### src/sv/usd_pkg.sv
// Shared types, constants and decode functions for the UTF-8 stream decoder.
`timescale 1ns / 1ps
`default_nettype none

package usd_pkg;

  localparam logic [7:0]  AsciiLimit  = 8'h80;
  localparam logic [7:0]  Lead2Mask   = 8'hE0;
  localparam logic [7:0]  Lead2Code   = 8'hC0;
  localparam logic [7:0]  Lead3Mask   = 8'hF0;
  localparam logic [7:0]  Lead3Code   = 8'hE0;
  localparam logic [7:0]  Lead4Mask   = 8'hF8;
  localparam logic [7:0]  Lead4Code   = 8'hF0;
  localparam logic [7:0]  ContMask    = 8'h3F;
  localparam logic [7:0]  Lead2Bits   = 8'h1F;
  localparam logic [7:0]  Lead3Bits   = 8'h0F;
  localparam logic [7:0]  Lead4Bits   = 8'h07;
  localparam logic [20:0] Replacement = 21'h00FFFD;

  localparam logic [2:0] LenInvalid = 3'd0;
  localparam logic [2:0] LenAscii   = 3'd1;
  localparam logic [2:0] LenTwo     = 3'd2;
  localparam logic [2:0] LenThree   = 3'd3;
  localparam logic [2:0] LenFour    = 3'd4;

  typedef struct packed {
    logic [7:0] data_byte;
    logic       final_byte;
  } in_t;

  typedef struct packed {
    logic [20:0] code_point;
    logic [2:0]  byte_count;
    logic        run_last;
  } out_t;

  // Bytes to scan, oldest in entry 0, and how many of them are live (1 to 4).
  typedef struct packed {
    logic [3:0][7:0] bytes;
    logic [2:0]      count;
  } job_t;

  function automatic logic [2:0] seq_len(input logic [7:0] b);
    logic [2:0] len;
    if (b < AsciiLimit) begin
      len = LenAscii;
    end else if ((b & Lead2Mask) == Lead2Code) begin
      len = LenTwo;
    end else if ((b & Lead3Mask) == Lead3Code) begin
      len = LenThree;
    end else if ((b & Lead4Mask) == Lead4Code) begin
      len = LenFour;
    end else begin
      len = LenInvalid;
    end
    return len;
  endfunction

  function automatic logic [20:0] combine(input logic [3:0][7:0] p, input logic [2:0] n);
    logic [7:0]  b0;
    logic [7:0]  b1;
    logic [7:0]  b2;
    logic [7:0]  b3;
    logic [20:0] cp;
    b0 = p[0];
    b1 = p[1] & ContMask;
    b2 = p[2] & ContMask;
    b3 = p[3] & ContMask;
    case (n)
      LenTwo: begin
        cp = {10'd0, b0[4:0] & Lead2Bits[4:0], b1[5:0]};
      end
      LenThree: begin
        cp = {5'd0, b0[3:0] & Lead3Bits[3:0], b1[5:0], b2[5:0]};
      end
      default: begin
        cp = {b0[2:0] & Lead4Bits[2:0], b1[5:0], b2[5:0], b3[5:0]};
      end
    endcase
    return cp;
  endfunction

endpackage

`default_nettype wire

### src/sv/usd_front.sv
// Front end: accepts bytes, tracks the open sequence and emits scan jobs.
`timescale 1ns / 1ps
`default_nettype none

module usd_front
  import usd_pkg::*;
(
  input  wire logic clk_i,
  input  wire logic rst_ni,
  input  wire logic accept_i,
  input  wire in_t  in_data_i,
  output logic      job_push_o,
  output job_t      job_o
);

  logic [1:0]      held_count_q, held_count_d;
  logic [2:0]      expected_length_q, expected_length_d;
  logic [7:0]      held_bytes_q [3];
  logic            hold_byte;
  logic [3:0][7:0] window;
  logic [2:0]      total;
  logic [2:0]      lead_len;
  logic [7:0]      b;

  assign b = in_data_i.data_byte;

  // Gather held bytes with the new byte appended behind them.
  always_comb begin
    window = '0;
    case (held_count_q)
      2'd0: begin
        window[0] = b;
      end
      2'd1: begin
        window[0] = held_bytes_q[0];
        window[1] = b;
      end
      2'd2: begin
        window[0] = held_bytes_q[0];
        window[1] = held_bytes_q[1];
        window[2] = b;
      end
      default: begin
        window[0] = held_bytes_q[0];
        window[1] = held_bytes_q[1];
        window[2] = held_bytes_q[2];
        window[3] = b;
      end
    endcase
  end

  assign total    = {1'b0, held_count_q} + 3'd1;
  assign lead_len = seq_len(b);

  always_comb begin
    held_count_d      = held_count_q;
    expected_length_d = expected_length_q;
    hold_byte         = 1'b0;
    job_push_o        = 1'b0;
    if (accept_i) begin
      if (in_data_i.final_byte) begin
        job_push_o        = 1'b1;
        held_count_d      = 2'd0;
        expected_length_d = 3'd0;
      end else if (held_count_q == 2'd0) begin
        if (lead_len == LenAscii || lead_len == LenInvalid) begin
          job_push_o = 1'b1;
        end else begin
          hold_byte         = 1'b1;
          held_count_d      = 2'd1;
          expected_length_d = lead_len;
        end
      end else if (total >= expected_length_q) begin
        job_push_o        = 1'b1;
        held_count_d      = 2'd0;
        expected_length_d = 3'd0;
      end else begin
        hold_byte    = 1'b1;
        held_count_d = total[1:0];
      end
    end
  end

  assign job_o.bytes = window;
  assign job_o.count = total;

  always_ff @(posedge clk_i or negedge rst_ni) begin
    if (!rst_ni) begin
      held_count_q      <= 2'd0;
      expected_length_q <= 3'd0;
    end else begin
      held_count_q      <= held_count_d;
      expected_length_q <= expected_length_d;
    end
  end

  always_ff @(posedge clk_i) begin
    if (hold_byte) begin
      case (held_count_q)
        2'd0:    held_bytes_q[0] <= b;
        2'd1:    held_bytes_q[1] <= b;
        default: held_bytes_q[2] <= b;
      endcase
    end
  end

  a_hold_shorter: assert property (@(posedge clk_i) disable iff (!rst_ni)
    held_count_q != 2'd0 |-> {1'b0, held_count_q} < expected_length_q)
    else $error("held bytes reach expected length");

endmodule

`default_nettype wire

### src/sv/usd_job_fifo.sv
// Two-entry job queue between the front end and the scanner.
`timescale 1ns / 1ps
`default_nettype none

module usd_job_fifo
  import usd_pkg::*;
(
  input  wire logic clk_i,
  input  wire logic rst_ni,
  input  wire logic push_i,
  input  wire job_t push_data_i,
  output logic      full_o,
  input  wire logic pop_i,
  output logic      empty_o,
  output job_t      pop_data_o
);

  job_t       slot_q [2];
  logic       wr_ptr_q, rd_ptr_q;
  logic [1:0] count_q;

  assign full_o     = (count_q == 2'd2);
  assign empty_o    = (count_q == 2'd0);
  assign pop_data_o = slot_q[rd_ptr_q];

  always_ff @(posedge clk_i or negedge rst_ni) begin
    if (!rst_ni) begin
      wr_ptr_q <= 1'b0;
      rd_ptr_q <= 1'b0;
      count_q  <= 2'd0;
    end else begin
      if (push_i) begin
        wr_ptr_q <= ~wr_ptr_q;
      end
      if (pop_i) begin
        rd_ptr_q <= ~rd_ptr_q;
      end
      case ({push_i, pop_i})
        2'b10:   count_q <= count_q + 2'd1;
        2'b01:   count_q <= count_q - 2'd1;
        default: count_q <= count_q;
      endcase
    end
  end

  always_ff @(posedge clk_i) begin
    if (push_i) begin
      slot_q[wr_ptr_q] <= push_data_i;
    end
  end

  a_no_overflow: assert property (@(posedge clk_i) disable iff (!rst_ni)
    count_q != 2'd3)
    else $error("job queue count out of range");

  a_no_underflow: assert property (@(posedge clk_i) disable iff (!rst_ni)
    pop_i |-> count_q != 2'd0)
    else $error("job queue popped while empty");

endmodule

`default_nettype wire

### src/sv/usd_back.sv
// Back end: scans one job per pass and emits one code point per cycle while the output register is free.
`timescale 1ns / 1ps
`default_nettype none

module usd_back
  import usd_pkg::*;
(
  input  wire logic clk_i,
  input  wire logic rst_ni,
  input  wire logic job_empty_i,
  input  wire job_t job_i,
  output logic      job_pop_o,
  output logic      empty_o,
  input  wire logic pop_i,
  output out_t      out_data_o
);

  logic            w_valid_q, w_valid_d;
  logic [3:0][7:0] w_bytes_q, w_bytes_d;
  logic [2:0]      w_rem_q, w_rem_d;
  logic            out_valid_q, out_valid_d;
  out_t            out_q, out_d;
  logic            out_free;
  logic            step;
  logic            step_last;
  logic [2:0]      len;
  logic [2:0]      cnt;
  logic [20:0]     cp;
  logic [3:0][7:0] shifted;

  assign out_free = !out_valid_q || pop_i;
  assign step     = w_valid_q && out_free;
  assign len      = seq_len(w_bytes_q[0]);

  // Decode at the head of the remaining bytes.
  always_comb begin
    if (len == LenAscii) begin
      cp  = {13'd0, w_bytes_q[0]};
      cnt = LenAscii;
    end else if (len != LenInvalid && len <= w_rem_q) begin
      cp  = combine(w_bytes_q, len);
      cnt = len;
    end else begin
      cp  = Replacement;
      cnt = LenAscii;
    end
  end

  assign step_last = (cnt == w_rem_q);
  assign shifted   = w_bytes_q >> {cnt, 3'b000};
  assign job_pop_o = !job_empty_i && (!w_valid_q || (step && step_last));

  always_comb begin
    w_valid_d   = w_valid_q;
    w_bytes_d   = w_bytes_q;
    w_rem_d     = w_rem_q;
    out_valid_d = out_valid_q && !pop_i;
    out_d       = out_q;
    if (step) begin
      out_valid_d      = 1'b1;
      out_d.code_point = cp;
      out_d.byte_count = cnt;
      out_d.run_last   = step_last;
      w_bytes_d        = shifted;
      w_rem_d          = w_rem_q - cnt;
      if (step_last) begin
        w_valid_d = 1'b0;
      end
    end
    // Load the next job as soon as the current one drains.
    if (job_pop_o) begin
      w_valid_d = 1'b1;
      w_bytes_d = job_i.bytes;
      w_rem_d   = job_i.count;
    end
  end

  always_ff @(posedge clk_i or negedge rst_ni) begin
    if (!rst_ni) begin
      w_valid_q   <= 1'b0;
      out_valid_q <= 1'b0;
    end else begin
      w_valid_q   <= w_valid_d;
      out_valid_q <= out_valid_d;
    end
  end

  always_ff @(posedge clk_i) begin
    w_bytes_q <= w_bytes_d;
    w_rem_q   <= w_rem_d;
    out_q     <= out_d;
  end

  assign empty_o    = !out_valid_q;
  assign out_data_o = out_q;

  a_rem_live: assert property (@(posedge clk_i) disable iff (!rst_ni)
    w_valid_q |-> (w_rem_q != 3'd0 && w_rem_q <= LenFour))
    else $error("scan job holds no bytes");

  a_step_fits: assert property (@(posedge clk_i) disable iff (!rst_ni)
    step |-> cnt <= w_rem_q)
    else $error("code point consumes more bytes than remain");

  a_count_range: assert property (@(posedge clk_i) disable iff (!rst_ni)
    out_valid_q |-> (out_q.byte_count != 3'd0 && out_q.byte_count <= LenFour))
    else $error("result byte count out of range");

endmodule

`default_nettype wire

### src/sv/utf8_stream_decoder_top.sv
// Top level of the UTF-8 stream decoder.
//
// Input channel: one text byte per transaction with a flag on the final byte
// of each string; a transaction completes when push_i is high and full_o low.
// Result channel: one code point per transaction with its byte count and a
// flag on the last result caused by an input byte; the oldest result is on
// out_data_o while empty_o is low and is taken when pop_i is high.
// An input byte produces zero to three results. A byte that produces results
// shows its first one after passing the job queue slot, the scanner window
// register and the output register.
// Throughput is one byte per cycle while each byte gives at most one result and the receiver takes results;
// the scanner emits one result per cycle, so a byte that ends a string inside
// a sequence holds the scanner until it has emitted every result it produces.
// Reset clears the open sequence, the job queue, the scanner and the output register's valid flag.
// When the receiver stalls, the output register holds its result, the
// scanner and the two-entry job queue fill, and full_o then stalls the sender.
`timescale 1ns / 1ps
`default_nettype none

module utf8_stream_decoder_top
  import usd_pkg::*;
(
  input  wire logic clk_i,
  input  wire logic rst_ni,
  input  wire logic push_i,
  output logic      full_o,
  input  wire in_t  in_data_i,
  output logic      empty_o,
  input  wire logic pop_i,
  output out_t      out_data_o
);

  logic accept;
  logic job_push;
  job_t job_in;
  logic job_pop;
  logic job_empty;
  job_t job_out;

  assign accept = push_i && !full_o;

  usd_front u_front (
    .clk_i      (clk_i),
    .rst_ni     (rst_ni),
    .accept_i   (accept),
    .in_data_i  (in_data_i),
    .job_push_o (job_push),
    .job_o      (job_in)
  );

  usd_job_fifo u_fifo (
    .clk_i       (clk_i),
    .rst_ni      (rst_ni),
    .push_i      (job_push),
    .push_data_i (job_in),
    .full_o      (full_o),
    .pop_i       (job_pop),
    .empty_o     (job_empty),
    .pop_data_o  (job_out)
  );

  usd_back u_back (
    .clk_i       (clk_i),
    .rst_ni      (rst_ni),
    .job_empty_i (job_empty),
    .job_i       (job_out),
    .job_pop_o   (job_pop),
    .empty_o     (empty_o),
    .pop_i       (pop_i),
    .out_data_o  (out_data_o)
  );

endmodule

`default_nettype wire
### config.mk
export PLATFORM = sky130hd
export DESIGN_NAME = utf8_stream_decoder_top
export DESIGN_NICKNAME = d
export VERILOG_FILES = /design/src/sv/usd_pkg.sv /design/src/sv/usd_front.sv /design/src/sv/usd_job_fifo.sv /design/src/sv/usd_back.sv /design/src/sv/utf8_stream_decoder_top.sv
export SDC_FILE = /design/constraint.sdc
export NUM_CORES = 1
export LEC_CHECK = 0
export BUFFER_PORTS_ARGS = -buffer_cell sky130_fd_sc_hd__buf_2
export CORE_MARGIN = 4
export CORE_UTILIZATION = 52
export DETAILED_ROUTE_END_ITERATION = 16
export PLACE_DENSITY_LB_ADDON = 0.2
export SETUP_SLACK_MARGIN = 0.2
export SYNTH_ARGS = -nofsm -noshare
export SYNTH_HDL_FRONTEND = slang
export SYNTH_SLANG_ARGS = --single-unit
### constraint.sdc
create_clock -name clk_i -period 4.6 [get_ports clk_i]
set_input_delay 1.38 -clock clk_i [delete_from_list [all_inputs] [get_ports clk_i]]
set_output_delay 1.38 -clock clk_i [all_outputs]
set_load 0.02 [all_outputs]
==> run metrics <==
drt pass-1 iters 4; Port Buffers 39; Peak Freq 0.2490 GHz; CTS hold repair buffers 0; Fillers 1,075; synth warn 0; final hold vios 0; starting density of the core 53.74%; ys flop type edfxtp_1; Cell Pwr Density 774.6 nW/um^2; Die Footprint 16,500 um^2; Starting DRT DRC Count 437; Worst Hold Class reg2reg; CP max stage delay 0.65 ns; IO Pins 40; largest net degree at the start of global routing 37; clock latency on the worst-skew pair 0.42 ns; first-pass GRT wire length 23,890 um; CTS tree done; grt ovf 0; Crit-path slowest cell nand2b_1; Setup violations, final 0; actual slew at the worst max-slew pin 1.051 ns; startpoint types flop; Synth area leader edfxtp_1; post-detailed-routing wire length 14,690 um; Final nets 615; die width 128.5 um; placed wire-length estimate 10,040 um; share of layout cells above drive strength 1 16.33%; Area growth, synth to finish 12.24%; critical-path cell list buf_4 > nor2b_1 > a21boi_0 > ha_1 > nor2b_4 > o21ai_4 > o21ai_0 > ha_1 > nand2_1 > or3b_1 > o21a_1 > nand2b_1; Req. time, crit path 4.65 ns; Post-Syn Nets 575; clock buffer depth 2; final antenna-violating net count 0; nature of the critical path endpoint flop; fin crit period 4.017 ns; row count 43; final slew viol count 0; Post-synth top cells edfxtp_1 (154), mux2i_1 (56), nand2_1 (46), nor2_1 (25), o21ai_0 (18); post-synth cell types 59; RD Place Congestion 0.9267; Synth Instances 548; Design Area, Final 8469 um^2; via count 4,481; share of the synthesized area in the top cell type 61.28%; status complete, no violations; Vias/cell 5.745; Worst Path Arrival 4.06 ns; Seq/Total Area, Yosys 64.93%; Die Y 128.5 um; Synth area leaders edfxtp_1 (61%), mux2i_1 (7.4%), dfrtp_1 (3.6%); DRC errors left 0; WL/cell 18.83 um; Slew Limit Headroom 29.90%; FF+latch count, synth 165; Post-synth EDFFs 154; Root Buffer clkbuf_16; post-route setup TNS 0 ns; CTS buffer count 17; WS Path Type reg2reg; Crit path top cell by count ha_1; total of max-cap violations 0; Avg Cell Area, Syn 13.77 um^2; Syn Std Cell Area 7546 um^2; maximum VDD drop 321.4 uV; Tcrit/Tclk final 87.32%; n_diodes 0; post-CTS setup repair buffer count 0; initial antenna violation count 0; vias in the first global route 4,413; Leak 0.003156 uW; Clock transition at path regs 0.06 ns; ys async rst share 6.667%; unrepaired setup endpoints after global routing no; Tot GR Track Use 18.85%; core box area 14,040 um^2; H-tree levels 4; Placed Area 7896 um^2; clock skew 0.007431 ns; cell with the most instances after synthesis edfxtp_1; Sink Count 165; Crit Path Max Fanout 27
==> cells in the final DEF, fill, tap and decap left out, drive strengths merged, types with 4 or more instances in the layout <==
cell type and n:
nor2 25, o21a 8, o2111ai 8, and2 17
nor3 8, o31ai 8, dfrtp 11, clkbuf 19
o22a 6, o22ai 14, mux2i 56, mux2 8
o21ai 19, nand2b 14, a31oi 4, nor2b 6
nand3 5, a22oi 6, buf 51, inv 16
clkinv 7, edfxtp 154, ha 13, a21oi 18
xnor2 4, o221ai 9, nand2 47
==> cells by family (layout without fill, tap and decap cells) <==
family          Yosys count  count (layout)  synth area share [%]
mux                      64              64                 8.622
simple gates            131             131                 8.639
fa+ha+maj                14              14                 2.421
flops                   165             165                 64.93
xor+xnor                  6               6                0.6964
compound gates          121             121                 11.61
buf+inv                  47              99                 3.084
==> final timing paths <==
kind                                     startpoint                      endpoint  slack, ns  cells after the start
worst max-delay path            u_back.w_bytes_q[5]          u_back.w_bytes_q[28]       0.58                     12
worst min-delay path               u_back.w_valid_q            u_back.out_valid_q       0.50                      1
worst max register to register  u_back.w_bytes_q[5]          u_back.w_bytes_q[28]       0.58                     12
worst min register to register     u_back.w_valid_q            u_back.out_valid_q       0.50                      1
max in group asynchronous                    rst_ni               u_fifo.rd_ptr_q       3.53                      1
min in group asynchronous                    rst_ni  u_front.expected_length_q[1]       0.83                      1
==> critical path, delay by kind of cell (launching register included) <==
kind            cells  cell delay [ns]
compound gates      4             0.97
fa+ha+maj           2             0.57
buf+inv             1             0.23
flops               1             0.37
simple gates        5             1.50
==> per-layer routing <==
layer / vias up / GRT usage [%] / wire, um
li1: 2164 / - / -
met1: 2193 / 25.15 / 6546
met2: 111 / 31.20 / 7269
met3: 13 / 4.317 / 714
met4: 0 / 5.431 / 157
met5: - / 0 / 0
==> report_power, final <==
group	leakage (uW)	internal, uW	switching, uW
registers	0.00161	2410	342
clock network	0.000269	840	544
logic	0.00128	949	1480
==> what timing repair did <==
action | 4_1_cts | 5_1_grt
setup endpoints to repair | 0 | 16
hold endpoints to repair | 0 | 0
resized for setup | 0 | 1
==> stage by stage <==
| step | std cells | utilization, % | total power [uW] | hold WS, ns | setup slack (ns) |
|---|---|---|---|---|---|
| floorplan | 548 | - | 4552 | 0.4555 | 0.5536 |
| global placement | 749 | 56.23 | 5104 | 0.4792 | 0.5814 |
| detailed placement | 749 | 56.23 | 5173 | 0.4929 | 0.4097 |
| CTS | 780 | 60.30 | 6577 | 0.5037 | 0.3947 |
| global route | 780 | 60.31 | 6945 | 0.5314 | 0.2523 |
| finish | 780 | 60.31 | 6560 | 0.5006 | 0.5835 |
==> flip-flops by register name, indices dropped and copies added, names as in the netlist <==
signal                     count
u_back.out_data_o             25
u_back.out_valid_q             1
u_back.w_bytes_q              32
u_back.w_rem_q                 3
u_back.w_valid_q               1
u_fifo.count_q                 2
u_fifo.rd_ptr_q                1
u_fifo.slot_q                 70
u_fifo.wr_ptr_q                1
u_front.expected_length_q      3
u_front.held_bytes_q          24
u_front.held_count_q           2
==> layout make-up <==
type | instances | area, um^2 | share of cell area [%]
Inverter | 17 | 68.82 | 0.8125
Timing Repair Buffer | 51 | 285.3 | 3.368
Clock buffer | 19 | 432.9 | 5.112
Sequential cell | 165 | 4901 | 57.87
Multi-Input combinational cell | 336 | 2419 | 28.56
Clock inverter | 12 | 137.6 | 1.625
Tap cell | 180 | 225.2 | 2.659
Note: power is estimated with default switching activity, not from simulation.
